$ cat config.mk
export PLATFORM = sky130hd
export DESIGN_NAME = tga_rle_out
export DESIGN_NICKNAME = d
export VERILOG_FILES = /design/src/hw/rtl/tga_rle_pkg.sv /design/src/hw/rtl/tga_rle_out.sv
export SDC_FILE = /design/constraint.sdc
export NUM_CORES = 1
export LEC_CHECK = 0
export ABC_CLOCK_PERIOD_IN_PS = 4010
export BUFFER_PORTS_ARGS = -buffer_cell sky130_fd_sc_hd__buf_2
export CORE_AREA = 2 2 121 123
export CTS_CLUSTER_DIAMETER = 60
export CTS_CLUSTER_SIZE = 30
export DETAILED_ROUTE_END_ITERATION = 6
export DIE_AREA = 0 0 123 125
export PLACE_DENSITY_LB_ADDON = 0.12
export SYNTH_ARGS = -nofsm -noshare
export SYNTH_HDL_FRONTEND = slang
export SYNTH_SLANG_ARGS = --single-unit
$ cat constraint.sdc
create_clock -name i_clk -period 4.01 [get_ports i_clk]
set_clock_uncertainty 0.1 [all_clocks]
set_input_delay 0.401 -clock i_clk [delete_from_list [all_inputs] [get_ports i_clk]]
set_output_delay 0.401 -clock i_clk [all_outputs]
set_load 0.01 [all_outputs]
$ cat src/hw/rtl/tga_rle_pkg.sv
package tga_rle_pkg;

    localparam int PALETTE_DEPTH_DEF = 256;

    localparam int CFG_INDEX_W = 2;
    localparam int CFG_DATA_W  = 32;

    localparam int IN_TDATA_W  = 40;
    localparam int OUT_TDATA_W = 48;

    // register indexes on the config port
    localparam logic [CFG_INDEX_W-1:0] REG_DEPTH_MODE  = 2'd0;
    localparam logic [CFG_INDEX_W-1:0] REG_RLE_ENABLE  = 2'd1;
    localparam logic [CFG_INDEX_W-1:0] REG_PIXEL_TOTAL = 2'd2;

    // depth_mode codes; the unused code decodes as BGRA
    localparam logic [1:0] MODE_INDEXED = 2'd0;
    localparam logic [1:0] MODE_BGR     = 2'd1;
    localparam logic [1:0] MODE_BGRA    = 2'd2;

    // tuser command codes
    localparam logic CMD_PALETTE = 1'b0;
    localparam logic CMD_PIXEL   = 1'b1;

    localparam logic [7:0] ALPHA_OPAQUE = 8'hFF;

    typedef struct packed {
        logic       indexed;
        logic [7:0] color_index;
        logic [7:0] red;
        logic [7:0] green;
        logic [7:0] blue;
        logic [7:0] alpha;
        logic [7:0] repeat_count;
        logic       image_done;
    } t_pix;

endpackage

$ cat src/hw/rtl/tga_rle_out.sv
module tga_rle_out (
    input  logic                                i_clk,
    input  logic                                i_rst_n,
    input  logic                                i_load,
    input  tga_rle_pkg::t_pix                   i_pix,
    input  logic [23:0]                         i_pal_color,
    input  logic                                i_m_tready,
    output logic                                o_ready,
    output logic                                o_m_tvalid,
    output logic [tga_rle_pkg::OUT_TDATA_W-1:0] o_m_tdata,
    output logic                                o_m_tlast
);

    logic              r_s1_valid;
    tga_rle_pkg::t_pix r_s1;
    logic              r_o_valid;
    logic [tga_rle_pkg::OUT_TDATA_W-1:0] r_o_data;
    logic              r_o_last;

    logic        s1_adv;
    logic [7:0]  red;
    logic [7:0]  green;
    logic [7:0]  blue;

    assign s1_adv  = r_s1_valid && (!r_o_valid || i_m_tready);
    assign o_ready = !r_s1_valid || s1_adv;

    // palette data arrives in the cycle after the pixel was parsed
    always_comb begin
        if (r_s1.indexed) begin
            red   = i_pal_color[23:16];
            green = i_pal_color[15:8];
            blue  = i_pal_color[7:0];
        end else begin
            red   = r_s1.red;
            green = r_s1.green;
            blue  = r_s1.blue;
        end
    end

    always_ff @(posedge i_clk) begin
        if (!i_rst_n) begin
            r_s1_valid <= 1'b0;
            r_o_valid  <= 1'b0;
        end else begin
            if (o_ready) begin
                r_s1_valid <= i_load;
            end
            if (s1_adv) begin
                r_o_valid <= 1'b1;
            end else if (i_m_tready) begin
                r_o_valid <= 1'b0;
            end
        end
    end

    always_ff @(posedge i_clk) begin
        if (o_ready && i_load) begin
            r_s1 <= i_pix;
        end
        if (s1_adv) begin
            r_o_data <= {r_s1.repeat_count, r_s1.alpha, blue, green, red,
                         r_s1.color_index};
            r_o_last <= r_s1.image_done;
        end
    end

    assign o_m_tvalid = r_o_valid;
    assign o_m_tdata  = r_o_data;
    assign o_m_tlast  = r_o_last;

endmodule

### Yosys cells after proc, flatten, opt, wreduce, memory -nomap -nowiden

Cells that the tools add are included.

| storage, ports and cells | value |
|---|---|
| register bits | 101 |
| output and inout port bits | 51 |

| operators by class | value |
|---|---|
| reduce and logical (&&, ||, !) cells | 7 |
| mux-type cells | 5 |

Operator list:

| kind | number |
|---|---|
| 2-to-1 mux 8 bit | 3 |
| logical AND 1 bit | 2 |
| logical NOT 1 bit | 2 |
| logical OR 1 bit | 2 |
| 2-to-1 mux 1 bit | 2 |
| nonzero test 2 bit | 1 |

### Logic depth before layout (Yosys ltp)

| depth | value |
|---|---|
| depth in word-level cells | 5 |
| depth in mapped cells | 3 |

### Worst setup path before layout

Ideal clock, no wire load.

| timing path | value |
|---|---|
| path type | register to register |
| from | register r_o_valid, in the netlist o_m_tvalid |
| to | register r_s1[0] (netlist name), enable pin |
| path slack | 0.475 ns |
| stages on the path, launching flop included | 3 |
| data required time | 3.436 ns |
| data arrival time | 2.961 ns |
| clock period less this slack | 3.535 ns |
| cells stage by stage | dfxtp_1 > nor2b_1 > a21oi_1 |

| on the way | value |
|---|---|
| longest elaborated chain between the ends | 5 |

Ends and longest elaborated chain:

| what | RTL line | text |
|---|---|---|
| from (decl) | tga_rle_out.sv:16 | `logic r_o_valid;` |
| from (signal assigned) | tga_rle_out.sv:44 | `r_o_valid <= 1'b0;` |
| from (signal assigned) | tga_rle_out.sv:50 | `r_o_valid <= 1'b1;` |
| from (signal assigned) | tga_rle_out.sv:52 | `r_o_valid <= 1'b0;` |
| logical NOT 1 bit | tga_rle_out.sv:25 | `assign s1_adv = r_s1_valid && (!r_o_valid \|\| i_m_tready);` |
| logical OR 1 bit | tga_rle_out.sv:25 |  |
| logical AND 1 bit | tga_rle_out.sv:25 |  |
| logical OR 1 bit | tga_rle_out.sv:26 | `assign o_ready = !r_s1_valid \|\| s1_adv;` |
| logical AND 1 bit | tga_rle_out.sv:58 | `if (o_ready && i_load) begin` |
| to (signal assigned) | tga_rle_out.sv:59 | `r_s1 <= i_pix;` |
| to (decl) | tga_rle_out.sv:15 | `tga_rle_pkg::t_pix r_s1;` |

Every way passes these cells.
A chain may end at the register's enable or synchronous reset.

### Final worst setup path

| timing path | value |
|---|---|
| from | register r_o_valid, in the netlist o_m_tvalid |
| to | register r_o_data, in the netlist o_m_tdata[37], enable pin |

| on the way | value |
|---|---|
| longest elaborated chain between the ends | 3 |

Ends and longest elaborated chain:

| what | RTL line | text |
|---|---|---|
| logical NOT 1 bit | tga_rle_out.sv:25 |  |
| logical OR 1 bit | tga_rle_out.sv:25 |  |
| logical AND 1 bit | tga_rle_out.sv:25 |  |
| via s1_adv | tga_rle_out.sv:20 | `logic s1_adv;` |
| to (signal assigned) | tga_rle_out.sv:62 | `r_o_data <= {r_s1.repeat_count, r_s1.alpha, blue, green, red,` |
| to (decl) | tga_rle_out.sv:17 | `logic [tga_rle_pkg::OUT_TDATA_W-1:0] r_o_data;` |

The timed path passes the listed nets, and every way through them passes these cells.

==> impl_metrics.toml <==
[floorplanning]
die-area_um2 = 15380
start_util = 0.2431
io_pins = 129
row_count = 44
die_h_um = 125
core_area_um2 = 14200
die_w_um = 123

[synthesis]
yosysSeqAreaShare = 0.8725
synthCells = 135
yosysWarnings = 0
synth.avg_cell_area_um2 = 25.58
synth_top_area_frac = 0.8609
synth-seq-cells = 101
syn_nets = 213
synth_area_um2 = 3453
synth_area_leaders = "edfxtp_1 86%, mux2_4 8.7%, mux2_2 1.3%"
synth_cell_types = 12
synth_area_leader_cell = "edfxtp_1"

[clock_network]
numCtsBuffers = 9
cts_setup_buffers = 0
cts.htree.levels = 3
path_clk_slew_ns = 0.07
cts_buffer_depth = 2
cts_num_sinks = 101
cts_tree = "done"
insertion_delay_ns = 0.34
clockRootBuffer = "clkbuf_16"
postCtsHoldBufs = 0
ctsResizeCount = 0

[run_status]
status = "finished, final reports clean"

[timing]
tightest_slew_ns = 1.006
slew_headroom = 0.3281
fin_crit_ns = 2.154
fin_crit_sh = 0.5373
tns_ns = 0
timing.final.ws_setup_ns = 1.856
finalSetupViolCount = 0
rsz0062_at_grt = "no"
hold_viol_final = 0
drv_slew = 0
max_freq_mhz = 464.1

[cells_and_area]
nFillCells = 1434
mostFrequentLayoutCell = "buf_2"
fin_util = 0.3244
layout-area-overhead-vs-synth_pct = 33.44
layout_common_cells = "128 x buf_2, 99 x edfxtp_1, 20 x mux2_4"
drive_above_1_share = 0.6057
nets = 352

[route]
final_antenna_net_count = 0
totalWireLength_um = 6836
wl_per_cell_um = 14.70
firstDrtPassIters = 4
viasPerCell = 3.658
drt_iter0_markers = 43
route.detailed.drc = 0
vias = 1701

[critical_path]
worstPathRequired_ns = 3.94
crit_arrival_ns = 2.08
cp-end-kind = "flip-flop"
critPathLaunchType = "flip-flop"
slowest_stage = "nor2b_4"
max_stage_delay_ns = 0.80
cp_cell_sequence = "nor2b_1, nor2b_4, buf_4"
path_max_fanout = 34
critPathTopFamily = "simple AND/OR/NAND/NOR gates"
critical_path_class = "flip-flop to flip-flop"
crit_buf_inv = 1

[place]
dpl_worst_slack_ns = 1.702
dp_hpwl_um = 4612
place_congestion = 0.6602
port_buffers = 128

[power]
p_int_mw = 1.800
clock_power_share = 0.384
power_density_nw_per_um2 = 486.4
switching_power_mw = 0.4414
p_seq_frac = 0.553
leakage_nw = 1.825
pwr-share-comb = 0.063
peakVddDrop_uv = 187.1
swShare = 0.1969

[grt]
grt-ovfl-total = 0
grt_max_degree = 51
grt_usage = 0.09178
antenna_found_initial = 3
grt_pass1_wl_um = 9853
grt_pass1_vias = 1758

[min_path]
hold_class = "primary input to flip-flop"

[run]
max_cap_viol_count = 0
-- metal layers --
layer  vias up  global-route usage  part of all wire
met5         -                   0            0.0023
met4         2             0.04612             0.020
met3        12             0.05931              0.13
met2        80              0.1219              0.42
met1       787              0.1138              0.42
li1        820                   -                 -
-- cell usage after synthesis --
cell	count
mux2_4	20
edfxtp_1	99
o21a_1	1
dfxtp_1	2
nor2b_1	2
a21boi_0	1
buf_6	1
mux2_2	4
nand3b_1	1
inv_1	1
a21oi_1	1
buf_12	2
-- state kept, by name, summed over array words and instances, names as in the netlist --
| register | count |
|---|---|
| r_s1 | 50 |
| o_m_tdata | 48 |
| o_m_tvalid | 1 |
| o_m_tlast | 1 |
| r_s1_valid | 1 |
-- through the flow --
step	total power, mW	cell area (µm²)	std cells	hold WS (ns)
2_1_floorplan	1.335	3453	135	0.3003
4_1_cts	2.280	4603	463	0.1107
3_5_place_dp	1.409	4314	447	0.3045
5_1_grt	2.329	4603	463	0.1074
6_report	2.241	4608	465	0.1259
3_3_place_gp	1.407	4314	447	0.3011
-- cells by family (layout without fill, tap and decap cells) --
logic type             count (synthesis)  after routing  share of synthesized area
buffers and inverters                  4            148                    0.01594
other                                  0              2                          0
multiplexers                          24             24                     0.1000
AND/OR/NAND/NOR                        3              3                   0.005797
AO/OA/AOI/OAI                          3              3                   0.005797
flip-flops                           101            101                     0.8725
-- final timing paths --
| path | from | to | slack [ns] | cells past startpoint |
|---|---|---|---|---|
| max reg2reg | o_m_tvalid | o_m_tdata[37] | 1.86 | 3 |
| max | o_m_tvalid | o_m_tdata[37] | 1.86 | 3 |
| min | i_pix[36] | r_s1[36] | 0.13 | 1 |
| min reg2reg | r_s1[10] | o_m_tdata[33] | 0.31 | 0 |
-- power groups by stage --
stage	combinational, mW	sequential, mW	clock (mW)
2_1_floorplan	0.0580	1.28	0
3_3_place_gp	0.144	1.26	0
3_5_place_dp	0.146	1.26	0
4_1_cts	0.146	1.24	0.893
5_1_grt	0.155	1.24	0.929
6_report	0.141	1.24	0.861
-- worst reg2reg max path: cells and delay by family, from the launching register on --
family / cells / cell delay (ns)
and+or+nand+nor: 2 / 1.00
buffers and inverters: 1 / 0.42
DFF: 1 / 0.32
-- layout make-up --
cell class,count,area [µm²],area share
Clock inverter,2,35.03,0.007602
Sequential cell,101,3013,0.6538
Clock buffer,14,254.0,0.05512
Antenna cell,2,5.005,0.001086
Inverter,1,3.754,0.0008146
Tap cell,184,230.2,0.04996
Multi-Input combinational cell,30,404.1,0.08770
Timing Repair Buffer,131,663.1,0.1439
(Power assumes the default switching activity.)
