$ cat src/hw/rtl/tga_rle_pkg.sv
package tga_rle_pkg;

    localparam int PALETTE_DEPTH_DEF = 256;

    localparam int CFG_INDEX_W = 2;
    localparam int CFG_DATA_W  = 32;

    localparam int IN_TDATA_W  = 40;
    localparam int OUT_TDATA_W = 48;

    // register indexes on the config port
    localparam logic [CFG_INDEX_W-1:0] REG_DEPTH_MODE  = 2'd0;
    localparam logic [CFG_INDEX_W-1:0] REG_RLE_ENABLE  = 2'd1;
    localparam logic [CFG_INDEX_W-1:0] REG_PIXEL_TOTAL = 2'd2;

    // depth_mode codes; the unused code decodes as BGRA
    localparam logic [1:0] MODE_INDEXED = 2'd0;
    localparam logic [1:0] MODE_BGR     = 2'd1;
    localparam logic [1:0] MODE_BGRA    = 2'd2;

    // tuser command codes
    localparam logic CMD_PALETTE = 1'b0;
    localparam logic CMD_PIXEL   = 1'b1;

    localparam logic [7:0] ALPHA_OPAQUE = 8'hFF;

    typedef struct packed {
        logic       indexed;
        logic [7:0] color_index;
        logic [7:0] red;
        logic [7:0] green;
        logic [7:0] blue;
        logic [7:0] alpha;
        logic [7:0] repeat_count;
        logic       image_done;
    } t_pix;

endpackage

$ cat src/hw/rtl/tga_rle_parser.sv
module tga_rle_parser (
    input  logic                                i_clk,
    input  logic                                i_rst_n,
    input  logic                                i_cfg_we,
    input  logic [tga_rle_pkg::CFG_INDEX_W-1:0] i_cfg_index,
    input  logic [tga_rle_pkg::CFG_DATA_W-1:0]  i_cfg_data,
    input  logic                                i_accept,
    input  logic [7:0]                          i_data_byte,
    output logic                                o_emit,
    output tga_rle_pkg::t_pix                   o_pix
);

    logic [1:0]  r_depth_mode;
    logic        r_rle_enable;
    logic [31:0] r_pixel_total;

    logic        r_await_header;
    logic [7:0]  r_packet_left;
    logic        r_packet_is_raw;
    logic [1:0]  r_byte_phase;
    logic [23:0] r_partial;
    logic [31:0] r_pixels_left;

    logic        n_await_header;
    logic [7:0]  n_packet_left;
    logic        n_packet_is_raw;
    logic [1:0]  n_byte_phase;
    logic [23:0] n_partial;
    logic [31:0] n_pixels_left;

    logic        active;
    logic        header_byte;
    logic [1:0]  last_phase;
    logic        pixel_done;
    logic        is_run;
    logic [7:0]  rep;
    logic        cfg_hit;

    assign active      = (r_pixels_left != 32'd0);
    assign header_byte = r_rle_enable && r_await_header;
    assign is_run      = r_rle_enable && !r_packet_is_raw;

    always_comb begin
        unique case (r_depth_mode)
            tga_rle_pkg::MODE_INDEXED: last_phase = 2'd0;
            tga_rle_pkg::MODE_BGR:     last_phase = 2'd2;
            default:                   last_phase = 2'd3;
        endcase
    end

    assign pixel_done = active && !header_byte && (r_byte_phase >= last_phase);
    assign o_emit     = pixel_done;

    // a run covers the whole packet, clipped to what the image has left
    always_comb begin
        if (is_run) begin
            rep = ({24'd0, r_packet_left} > r_pixels_left) ? r_pixels_left[7:0]
                                                           : r_packet_left;
        end else begin
            rep = 8'd1;
        end
    end

    always_comb begin
        n_await_header  = r_await_header;
        n_packet_left   = r_packet_left;
        n_packet_is_raw = r_packet_is_raw;
        n_byte_phase    = r_byte_phase;
        n_partial       = r_partial;
        n_pixels_left   = r_pixels_left;
        if (active) begin
            if (header_byte) begin
                n_packet_left   = {1'b0, i_data_byte[6:0]} + 8'd1;
                n_packet_is_raw = !i_data_byte[7];
                n_await_header  = 1'b0;
                n_byte_phase    = 2'd0;
                n_partial       = 24'd0;
            end else if (!pixel_done) begin
                case (r_byte_phase)
                    2'd0:    n_partial[7:0]   = i_data_byte;
                    2'd1:    n_partial[15:8]  = i_data_byte;
                    default: n_partial[23:16] = i_data_byte;
                endcase
                n_byte_phase = r_byte_phase + 2'd1;
            end else begin
                n_byte_phase  = 2'd0;
                n_partial     = 24'd0;
                n_pixels_left = r_pixels_left - {24'd0, rep};
                if (is_run) begin
                    n_packet_left  = 8'd0;
                    n_await_header = 1'b1;
                end else if (r_rle_enable) begin
                    n_packet_left = r_packet_left - 8'd1;
                    if (r_packet_left == 8'd1) begin
                        n_await_header = 1'b1;
                    end
                end
            end
        end
    end

    always_comb begin
        o_pix              = '0;
        o_pix.repeat_count = rep;
        o_pix.image_done   = (r_pixels_left == {24'd0, rep});
        o_pix.alpha        = tga_rle_pkg::ALPHA_OPAQUE;
        unique case (r_depth_mode)
            tga_rle_pkg::MODE_INDEXED: begin
                o_pix.indexed     = 1'b1;
                o_pix.color_index = i_data_byte;
            end
            tga_rle_pkg::MODE_BGR: begin
                o_pix.blue  = r_partial[7:0];
                o_pix.green = r_partial[15:8];
                o_pix.red   = i_data_byte;
            end
            default: begin
                o_pix.blue  = r_partial[7:0];
                o_pix.green = r_partial[15:8];
                o_pix.red   = r_partial[23:16];
                o_pix.alpha = i_data_byte;
            end
        endcase
    end

    assign cfg_hit = i_cfg_we && (i_cfg_index == tga_rle_pkg::REG_DEPTH_MODE ||
                                  i_cfg_index == tga_rle_pkg::REG_RLE_ENABLE ||
                                  i_cfg_index == tga_rle_pkg::REG_PIXEL_TOTAL);

    always_ff @(posedge i_clk) begin
        if (!i_rst_n) begin
            r_depth_mode    <= tga_rle_pkg::MODE_BGR;
            r_rle_enable    <= 1'b0;
            r_pixel_total   <= 32'd0;
            r_await_header  <= 1'b1;
            r_packet_left   <= 8'd0;
            r_packet_is_raw <= 1'b0;
            r_byte_phase    <= 2'd0;
            r_partial       <= 24'd0;
            r_pixels_left   <= 32'd0;
        end else if (cfg_hit) begin
            // any register write restarts the stream
            r_await_header  <= 1'b1;
            r_packet_left   <= 8'd0;
            r_packet_is_raw <= 1'b0;
            r_byte_phase    <= 2'd0;
            r_partial       <= 24'd0;
            r_pixels_left   <= r_pixel_total;
            unique case (i_cfg_index)
                tga_rle_pkg::REG_DEPTH_MODE:  r_depth_mode <= i_cfg_data[1:0];
                tga_rle_pkg::REG_RLE_ENABLE:  r_rle_enable <= i_cfg_data[0];
                default: begin
                    r_pixel_total <= i_cfg_data;
                    r_pixels_left <= i_cfg_data;
                end
            endcase
        end else if (i_accept) begin
            r_await_header  <= n_await_header;
            r_packet_left   <= n_packet_left;
            r_packet_is_raw <= n_packet_is_raw;
            r_byte_phase    <= n_byte_phase;
            r_partial       <= n_partial;
            r_pixels_left   <= n_pixels_left;
        end
    end

endmodule

$ cat config.mk
export PLATFORM = sky130hd
export DESIGN_NAME = tga_rle_parser
export DESIGN_NICKNAME = d
export VERILOG_FILES = /design/src/hw/rtl/tga_rle_pkg.sv /design/src/hw/rtl/tga_rle_parser.sv
export SDC_FILE = /design/constraint.sdc
export NUM_CORES = 1
export LEC_CHECK = 0
export BUFFER_PORTS_ARGS = -buffer_cell sky130_fd_sc_hd__buf_2
export CORE_ASPECT_RATIO = 1.5
export CORE_MARGIN = 4
export CORE_UTILIZATION = 62
export CTS_CLUSTER_DIAMETER = 150
export CTS_CLUSTER_SIZE = 20
export DETAILED_ROUTE_END_ITERATION = 8
export PLACE_DENSITY_LB_ADDON = 0.05
export SLEW_MARGIN = 20
export SYNTH_ARGS = -nofsm -noshare
export SYNTH_HDL_FRONTEND = slang
export SYNTH_SLANG_ARGS = --single-unit
$ cat constraint.sdc
create_clock -name i_clk -period 7.6 [get_ports i_clk]
set_input_delay 1.52 -clock i_clk [delete_from_list [all_inputs] [get_ports i_clk]]
set_output_delay 1.52 -clock i_clk [all_outputs]
set_load 0.05 [all_outputs]
## Word level (Yosys, flattened, before mapping)

Index checks and enable logic that the tools add are counted.

- Word-level logic and storage cells: 90
- Register bits: 103
- Bits of input ports: 46
- Output and inout bits: 51

- $lt $le $gt $ge: 2
- $add $sub $neg: 4
- Bitwise logic cells: 1
- Equality and inequality tests: 8
- Multiplexer cells: 28
- Reductions and logical operators: 36

Operators by type and width:

| operator | number |
|---|---|
| $mux 32 | 6 |
| $mux 8 | 10 |
| $mux 24 | 2 |
| $pmux 24 s2 | 1 |
| $eq 32x8->1 | 1 |
| $gt 8x32->1 | 1 |
| $reduce_bool 32->1 | 1 |
| $sub 32x8->32 | 1 |
| $reduce_and 3->1 | 4 |
| $reduce_bool 3->1 | 4 |
| $mux 9 | 1 |
| $add 7x1->8 const B | 1 |
| $eq 8x1->1 const B | 1 |
| $reduce_and 4->1 | 2 |
| $reduce_bool 2->1 | 4 |
| $reduce_or 2->1 | 4 |
| $sub 8x1->8 const B | 1 |
| $eq 2x1->1 const B | 3 |
| $logic_not 2->1 | 3 |
| $reduce_and 2->1 | 3 |
| $logic_and 1x1->1 | 5 |
| $mux 1 | 5 |
| $reduce_and 5->1 | 1 |
| $mux 2 | 2 |
| 9 further kinds | 12 |

## Logic depth before layout (Yosys ltp)

Gate-level depths: netlist (run 1).

- Word-level depth: 9
- Mapped depth: 17
- Mapped depth without buffers: 16

## Worst setup path before layout (run 1)

No wires, ideal clock.

- Kind: register -> output
- From: register r_pixels_left[27]
- To: output port o_pix[0] (netlist bit)
- Setup slack: 1911 ps
- Cell stages (with the launch flop): 10
- Arrival time: 4169 ps
- Data required time: 6080 ps
- Buffers on the path: 1
- Cell sequence: dfxtp_1 nor4_2 nand4_2 or2_1 a211o_1 buf_6 o211ai_1 ha_1 nand2_1 nor4_1

RTL lines:

| what | line | text |
|---|---|---|
| start: declaration | tga_rle_parser.sv:22 | `logic [31:0] r_pixels_left;` |
| start signal: assignment | tga_rle_parser.sv:148 | `r_pixels_left <= r_pixel_total;` |
| start signal: assignment | tga_rle_parser.sv:154 | `r_pixels_left <= i_cfg_data;` |
| start signal: assignment | tga_rle_parser.sv:163 | `r_pixels_left <= n_pixels_left;` |
| end: declaration | tga_rle_parser.sv:10 | `output tga_rle_pkg::t_pix o_pix` |

==> run summary, run 1 <==
In the routed design, unresolved DRC markers number 0. The pin slew with the least headroom to its limit works out to 1060 ps. The maximum clock frequency was 0.189 GHz.

The quantity of hold-fixing buffers added after cts was 0; the top fanout value on the critical path was 9. The HPWL after detailed placement is 12.0 mm. After detailed placement, the total cell area comes to 6610 um2. In this run the static leakage power is 2.85 nW. The commonest cells after synthesis are sky130_fd_sc_hd__dfxtp_1 (103), sky130_fd_sc_hd__nand2_1 (94), sky130_fd_sc_hd__nor2_1 (68). The met1 wire length is 6.61 mm. After detailed routing, the total wire length is 16.2 mm. Compared with the post-synthesis result, the final layout area differs by 11.1%. The share of the synthesized area in the top cell type is 33.3%. The setup-violating endpoint count in the final report is 0. The utilization of the core after routing is 70.7%, and the diode insertion count for antenna repair is 0. For this design, the slowest cell found on the critical path is sky130_fd_sc_hd__nor4_2. The number of distinct library cells after synthesis is 67, and the fraction of registers with async set/reset is 0%.

The fill cell instance count of the final layout is 827. Global-route usage over all layers: 28.0%. Entering global routing, the biggest net connects 66 pins. The met3 layer wire length in the routed design was 770 um.

In the final design database the tool counted 883 nets. STA puts the critical path data required time at 6080 ps. The first global-routing pass estimated 25.9 mm of wire. The power density over cell area was 192 nW/um2. CTS built an H-tree with a depth of 3. The critical path goes through nor4_2 -> nand4_2 -> or2_1 -> a211o_1 -> mux2i_1 -> nand2b_1 -> ha_1 -> nand3_1 -> nor4_1 -> buf_2. Of all cell types, the one taking the most synthesized area is sky130_fd_sc_hd__dfxtp_1. IR analysis of the VDD net gives a maximum drop of 0.123 mV.

STA classifies the critical path endpoint as a primary output. The run gives 0 as the number of antenna violations at the first check in global routing. The run gives 0 as the number of buffers inserted to repair setup after CTS.

At the end of routability-driven placement, the weighted congestion stood at 0.904. The tools report the number of buffers inserted during clock tree synthesis as 9. After detailed routing, the number of vias per cell comes to 6.19. For the final hold violation count, the log shows 0. The netlist area before placement was 6200 um2; the number of max-slew violations in the final report was 0. Power comes to 1.32 mW. After global routing the overflow that remains totals 0.

Total number of vias: 5770. Setup repair after global routing left no endpoint under its margin. The number of synthesized flops with an enable pin was 0; the fraction of final layout cells sized beyond drive strength 1 was 19.5%. The critical path start-end classification was reg2out.

The tools report the I/O pin count as 97. The instance count of the mapped netlist was 756. TritonCTS built the clock tree.

The count of input and output buffers works out to 96. The clock reaches the later pin of the worst-skew pair after 350 ps. The number of nets in the synthesized netlist is 826. The largest incremental delay on the critical path works out to 490 ps. Across all register-to-register paths, the minimum setup slack is 3190 ps.

Setup skew after layout: 12.7 ps. Following the worst setup path forward leads to its endpoint at o_pix[0]. The synthesized design contains 103 register bits. Of the available clock period, the critical path in the final layout requires 69.6%. The tools report the final setup TNS as 0 ps.

The max-capacitance violation count was 0; the share of synthesized area occupied by flip-flops and latches was 33.3%. Nature of the critical path startpoint: a flip-flop. Logic depth of the worst register-to-register path: 13. The cell depth of the worst min-delay path is 2. The clock-pin slew reported for the worst setup and hold paths after clock tree synthesis was 70 ps. The average cell area after synthesis was 8.20 um2; the total non-filler cell area in the finished layout was 6890 um2. The startpoint of the worst-slack reg-to-reg timing path is r_pixels_left[27]. Routed signal wires occupy layers up through met4. The die boundary width was 89.6 um. The origin of the worst setup path was r_pixels_left[27]. The flow ran to the end, and the final reports show no timing, DRC or antenna violations.

By instance count, the leading cell after synthesis is sky130_fd_sc_hd__dfxtp_1. The detailed router finished its first iteration with 231 violations. The tools report the worst path arrival time as 3770 ps. The average detailed-routed wire length per instance was 17.4 um; the clock net sink count was 103. Once the clock tree was built, the resizer swapped 0 gates to a different size.

In this run the tightest slew margin relative to its limit is 29.1%. The minimum clock period after layout was 5290 ps. The type of the most critical hold path is reg2reg. The die covers 11700 um2.

For this run, the leading register cell type out of synthesis is sky130_fd_sc_hd__dfxtp_1. Wire segments on met2 add up to 8.44 mm in the final route. The floorplan has 44 rows. In this run the remaining antenna-violating nets after routing total 0. Height of the chip: 130 um.

The worst register-to-register path ends at r_pixels_left[13]. The total area inside the core boundary comes to 9740 um2. The Yosys step of the flow raised 0 warnings. The number of detailed-routing iterations run before antenna repair came out at 5.

Yosys attributes the largest share of cell area to sky130_fd_sc_hd__dfxtp_1 (33%), sky130_fd_sc_hd__nand2_1 (5.7%), sky130_fd_sc_hd__ha_1 (4.6%). CTS placed an instance of sky130_fd_sc_hd__clkbuf_16 at the clock tree root. The number of global-route vias before repair was 5389.

The tools report the maximum buffer depth of the clock tree as 2. Once the floorplan was initialized, standard cells occupied 63.6% of the core.
-- critical path: cells and delay by family, from the launching register on --
kind                     cells  cell delay, ps
AND/OR/NAND/NOR              6            1710
AO/OA/AOI/OAI                1             450
adder cells (fa/ha/maj)      1             390
flip-flops                   1             350
buffers and inverters        1             330
multiplexers                 1             180
-- area by class of cell --
type                            count  area (um2)  share of cell area (%)
Clock buffer                       10         239                    3.47
Inverter                           13        48.8                   0.709
Multi-Input combinational cell    587        3850                    55.9
Clock inverter                      5        41.3                   0.600
Sequential cell                   103        2060                    29.9
Tap cell                          115         144                    2.09
Timing Repair Buffer               99         503                    7.31
-- per-stage QoR --
| step | cells | hold WS, ps | setup WS, ps |
|---|---|---|---|
| after global placement | 917 | 448 | 2750 |
| after detailed placement | 917 | 460 | 2660 |
| after floorplan | 756 | 436 | 1910 |
| after global routing | 932 | 483 | 2110 |
| after CTS | 932 | 469 | 2290 |
| final | 932 | 466 | 2310 |
-- power by group --
group / switching (mW) / internal (mW) / total [mW]
combinational: 0.187 / 0.103 / 0.290
sequential: 0.0253 / 0.566 / 0.591
clock: 0.206 / 0.233 / 0.439
total: 0.418 / 0.902 / 1.32
-- cells in the final DEF, fill, tap and decap left out, types with 4 or more instances in the layout --
cell type                     n
sky130_fd_sc_hd__o21ai_0     37
sky130_fd_sc_hd__nor2b_1     24
sky130_fd_sc_hd__and3_1       7
sky130_fd_sc_hd__nor2_1      68
sky130_fd_sc_hd__nand4_1     11
sky130_fd_sc_hd__and2_1      14
sky130_fd_sc_hd__buf_2       96
sky130_fd_sc_hd__o22ai_1      5
sky130_fd_sc_hd__nand3b_1     4
sky130_fd_sc_hd__or3_1        5
sky130_fd_sc_hd__a21boi_0    25
sky130_fd_sc_hd__mux2i_1     17
sky130_fd_sc_hd__or2_2        4
sky130_fd_sc_hd__inv_1       13
sky130_fd_sc_hd__xor2_1       4
sky130_fd_sc_hd__a211oi_1     5
sky130_fd_sc_hd__ha_1        23
sky130_fd_sc_hd__nand2_1     94
sky130_fd_sc_hd__a22o_1      16
sky130_fd_sc_hd__a31oi_1     14
sky130_fd_sc_hd__mux2_2      25
sky130_fd_sc_hd__a21oi_1     33
sky130_fd_sc_hd__xnor2_1     14
sky130_fd_sc_hd__a22oi_1     16
sky130_fd_sc_hd__dfxtp_1    103
sky130_fd_sc_hd__nor3_1       6
sky130_fd_sc_hd__nand3_1     16
sky130_fd_sc_hd__a21o_1       6
sky130_fd_sc_hd__nor4_1      16
sky130_fd_sc_hd__nand2b_1    18
sky130_fd_sc_hd__clkbuf_16    9
sky130_fd_sc_hd__o211ai_1     5
-- routing by layer --
metal	up-vias	GRT usage, %
li1	2828	-
met4	0	10.5
met3	27	3.70
met1	2741	33.6
met2	174	49.7
met5	-	0
-- flip-flops by register name (all words and copies together) (netlist names) --
register         count
r_packet_left        8
r_depth_mode         2
r_await_header       1
r_pixel_total       32
r_packet_is_raw      1
r_partial           24
r_byte_phase         2
r_pixels_left       32
r_rle_enable         1
-- worst min path at each step --
stage                           start           endpoint  slack, ps
floorplan           r_pixel_total[12]  r_pixel_total[12]        440
global placement    r_pixel_total[12]  r_pixel_total[12]        450
detailed placement  r_pixel_total[19]  r_pixel_total[19]        460
CTS                 r_pixel_total[19]  r_pixel_total[19]        470
global route        r_pixel_total[19]  r_pixel_total[19]        480
finish              r_pixel_total[19]  r_pixel_total[19]        470
-- cell families (layout without fill, tap and decap cells) --
kind of cell / count (synthesis) / in the layout / synth area share, %
XOR/XNOR: 18 / 18 / 2.54
buffers and inverters: 66 / 127 / 4.64
AND/OR/NAND/NOR: 312 / 312 / 26.2
adder cells (fa/ha/maj): 24 / 24 / 4.97
AO/OA/AOI/OAI: 191 / 191 / 21.0
multiplexers: 42 / 42 / 7.29
flip-flops: 103 / 103 / 33.3
(Power assumes the default switching activity.)
==> inputs of run 2 (changes only) <==
--- a/config.mk
+++ b/config.mk
@@ -5,10 +5,11 @@
 export SDC_FILE = /design/constraint.sdc
 export NUM_CORES = 1
 export LEC_CHECK = 0
+export ABC_AREA = 1
 export BUFFER_PORTS_ARGS = -buffer_cell sky130_fd_sc_hd__buf_2
 export CORE_ASPECT_RATIO = 1.5
 export CORE_MARGIN = 4
-export CORE_UTILIZATION = 62
+export CORE_UTILIZATION = 53
 export CTS_CLUSTER_DIAMETER = 150
 export CTS_CLUSTER_SIZE = 20
 export DETAILED_ROUTE_END_ITERATION = 8
==> constraint.sdc (replaced) <==
create_clock -name i_clk -period 4.6 [get_ports i_clk]
set_input_delay 0.92 -clock i_clk [delete_from_list [all_inputs] [get_ports i_clk]]
set_output_delay 0.92 -clock i_clk [all_outputs]
set_load 0.05 [all_outputs]
==> run 2 against run 1 <==
Against the previous run:
- global-route usage is essentially flat
- hold slack gained 1.4 ps
- setup slack lost 1900 ps
- clock skew shrank 2.3 ps
- design area grew 14%
- non-clock buffer count grew 6
- largest power group is now combinational cells
==> run summary, run 2 <==
The flow ran to the end, and the final reports show no timing, DRC or antenna violations. The floorplan step defined a die boundary enclosing 15200 um2. The floorplan step set the die height to 149 um.

Of the available clock period, the critical path in the final layout requires 91.2%. The number of buffers inserted during clock tree synthesis is 9, and the number of cells upsized or downsized after cts is 0. At the end of the flow, the number of nets in the layout was 1310. Along the worst path, the maximum fanout reaches 9. The worst register-to-register path has a setup slack of 1010 ps. Clock tree synthesis found a total of 103 sinks. The total overflow left after global routing is 0. Entering global routing, the biggest net connects 59 pins. Relative to the synthesized area, the layout overhead comes to 11.8%. The core region is 13000 um2. The clock-pin slew reported for the worst setup and hold paths after clock tree synthesis came out at 80 ps. Setup repair after global routing left no endpoint under its margin. The run gives 0 as the number of buffers inserted to repair setup after CTS.

Buffers inserted to repair hold after CTS numbered 0. The biggest area contributor in the post-synthesis netlist is sky130_fd_sc_hd__dfxtp_1. Reported leakage power: 3.95 nW. Pin slew with the least headroom to its limit: 991 ps.

The required time of the critical path came out at 3680 ps. Dividing total power by cell area gives a power density of 358 nW/um2. The average cell area after synthesis is 6.01 um2.

The first global-routing pass estimated 33.7 mm of wire. The run gives 42 as the number of distinct library cells after synthesis. In this run the critical register-to-register path is launched from r_pixels_left[1]. The global-route usage over all layers is 28.0%, and the fraction of final layout cells sized beyond drive strength 1 is 12.7%. In this run the deepest clock path goes through 2 buffers. The critical path is of the reg2out type. The commonest cells after synthesis are sky130_fd_sc_hd__nand2_1 (315), sky130_fd_sc_hd__nor2_1 (200), sky130_fd_sc_hd__inv_1 (159). In the post-synthesis netlist, the biggest area contributors are sky130_fd_sc_hd__dfxtp_1 (29%), sky130_fd_sc_hd__nand2_1 (17%), sky130_fd_sc_hd__nor2_1 (11%).

Hold is met by 467 ps. The tree is rooted in a sky130_fd_sc_hd__clkbuf_16. Data on the critical path arrives at its endpoint at 3280 ps. The tools report the total non-filler cell area in the finished layout as 7850 um2. The top cell type by area accounts for 29.4% of the synthesized area.

The instance count on the critical path works out to 15. The final hold violation count was 0. The worst setup path is captured at a primary output. The tools report the worst-case setup margin in the final layout as 405 ps. The tightest min-delay check is of the reg2reg type.

The most critical setup path has its endpoint at o_pix[0]. The clock tree synthesis step divided the H-tree into 3 levels. Traced cell by cell, the critical path runs through inv_1 -> ha_1 -> inv_1 -> nor2_1 -> nor2_1 -> o21a_1 -> o21ai_1 -> buf_4 -> nand2_2 -> nand2_1 -> nand3_1 -> ha_1 -> nand2_1 -> nor4_2 -> buf_2.

The repair_antennas step left the layout with diodes totalling 0. Once the floorplan was initialized, standard cells occupied 53.9% of the core. Across the routed clock network, the largest skew measured is 10.4 ps. The run gives 360 ps as the later-pin clock latency in the skew report.

The number of flip-flops and latches in the synthesized netlist was 103; the critical path buffer and inverter count was 4. The die boundary width is 102 um. The number of detailed-routing iterations run before antenna repair is 5. The library cells used most frequently in the layout, excluding fill and tap cells, are sky130_fd_sc_hd__nand2_1 (315), sky130_fd_sc_hd__nor2_1 (199), sky130_fd_sc_hd__inv_1 (159). Synthesis produced a netlist with a net count of 1238. The tools report the post-placement cell count as 1388.

The largest registers in the layout are r_pixel_total: 32 flops, r_pixels_left: 32 flops, r_partial: 24 flops. For this run, design rule violations remaining after detail routing come to 0. The largest incremental delay on the critical path was 440 ps.

The minimum clock period after layout is 4200 ps, and the wire length reported by the detailed router is 20.8 mm. Leading cell type in the layout, fill and taps excluded: sky130_fd_sc_hd__nand2_1. The tools report the HPWL after detailed placement as 15.8 mm. Worst reg2reg path endpoint: r_pixels_left[21]. The count of buffers added on input and output ports is 96. The average detailed-routed wire length per instance works out to 14.8 um. The remaining antenna violation count came out at 0. Final setup TNS: 0 ps.

TritonCTS built the clock tree. The slowest stage of the critical path is the sky130_fd_sc_hd__ha_1 cell. Maximum clock frequency: 0.238 GHz.

Sequential cells were found to cover 29.4% of the synthesized design area. OpenSTA, run right after detailed placement, puts the worst setup slack at 782 ps. In this run, synthesis inferred 0 flip-flops with an integrated enable. Number of max-slew violations in the final report: 0.

The logic depth of the worst register-to-register path is 22, and the fraction of registers with async set/reset is 0%. VDD sags by at most 0.194 mV. Setup violations remaining at the end of the flow were counted as 0. The Yosys step of the flow raised 0 warnings. After floorplanning, the core was divided into 51 placement rows. Across the run, the number of max-cap violations was 0.

Summing every instance area after synthesis gives 7020 um2. The worst pin sits at a relative slew slack of 33.8%. During I/O placement, the number of pins put on the boundary was 97. In the post-synthesis netlist, the cell with the most instances is sky130_fd_sc_hd__nand2_1. After detailed placement, the total cell area comes to 7560 um2. The tools report the number of global-route vias before repair as 6825. The number of standard cells in the final layout excluding fillers came out at 1404. For this block, the initial DRC count from the detailed router was 366.

Origin of the worst setup path: r_pixels_left[1]. The routed layout has 7388 vias. STA classifies the critical path startpoint as a flip-flop. Routability-driven placement finished with a final weighted congestion of 0.959. Among all flip-flop cells after synthesis, the most frequent one is sky130_fd_sc_hd__dfxtp_1. For the instance count of the mapped netlist, the log shows 1168.

The cell family contributing the most delay on the critical path is simple AND/OR/NAND/NOR gates. Number of antenna violations at the first check in global routing: 0. In the routed layout, each cell is associated on average with a via count of 5.26.
==> run 2: cell types whose count changed after synthesis, moves of 18 or more <==
cell / change
sky130_fd_sc_hd__o22ai_1: +29
sky130_fd_sc_hd__nor2b_1: -24
sky130_fd_sc_hd__nand2b_1: -18
sky130_fd_sc_hd__mux2_2: -25
sky130_fd_sc_hd__nand3_1: +78
sky130_fd_sc_hd__a21boi_0: -25
sky130_fd_sc_hd__nor2_1: +132
sky130_fd_sc_hd__nand2_1: +221
sky130_fd_sc_hd__a21oi_1: +23
sky130_fd_sc_hd__inv_1: +146
sky130_fd_sc_hd__clkbuf_1: -18
==> run 2: routing by layer <==
layer | track usage, % | part of all wire, % | up-vias
met5 | 0 | 0 | -
met4 | 12.4 | 3.7 | 0
met3 | 3.70 | 4.0 | 48
met2 | 51.0 | 52 | 189
met1 | 31.8 | 40 | 3290
li1 | - | - | 3861
==> run 2: cell families after synthesis <==
| group | count (synthesis) | synth area share [%] |
|---|---|---|
| buffers and inverters | 210 | 12.1 |
| XOR/XNOR | 2 | 0.250 |
| AND/OR/NAND/NOR | 656 | 39.2 |
| flip-flops | 103 | 29.4 |
| adder cells (fa/ha/maj) | 24 | 4.38 |
| AO/OA/AOI/OAI | 173 | 14.7 |
==> run 2: power by group <==
group | internal [mW] | total (mW) | leakage [nW] | switching (mW)
clock | 0.382 | 0.773 | 0.142 | 0.391
combinational | 0.300 | 1.03 | 2.96 | 0.733
sequential | 0.956 | 1.01 | 0.843 | 0.0495
==> run 2: metrics by stage <==
| step | power [mW] | utilization, % |
|---|---|---|
| 2_1_floorplan | 1.79 | - |
| 3_3_place_gp | 2.05 | 58.1 |
| 3_5_place_dp | 2.05 | 58.1 |
| 4_1_cts | 2.82 | 60.3 |
| 5_1_grt | 3.00 | 60.3 |
| 6_report | 2.81 | 60.3 |
==> run 2: worst min-delay path by stage <==
stage	to	startpoint	depth (start not counted)
4_1_cts	r_pixel_total[20]	r_pixel_total[20]	2
3_5_place_dp	r_pixel_total[20]	r_pixel_total[20]	2
5_1_grt	r_pixel_total[28]	r_pixel_total[28]	2
6_report	r_pixel_total[20]	r_pixel_total[20]	2
2_1_floorplan	r_packet_is_raw	r_packet_is_raw	2
3_3_place_gp	r_pixel_total[2]	r_pixel_total[2]	2
==> run 2: cell type report <==
cell class              count  area, um2
fillers                  1358       5170
multi-input cells         855       4120
flip-flops and latches    103       2060
inverters                 166        623
repair buffers            105        561
clock buffers               9        225
well taps                 159        199
clock inverters             7       63.8
==> run 2: tightest hold or removal path: cells and delay by family (launching register included) <==
kind / cells / cell delay, ps
flops: 1 / 300
compound gates: 1 / 70
buf+inv: 1 / 50
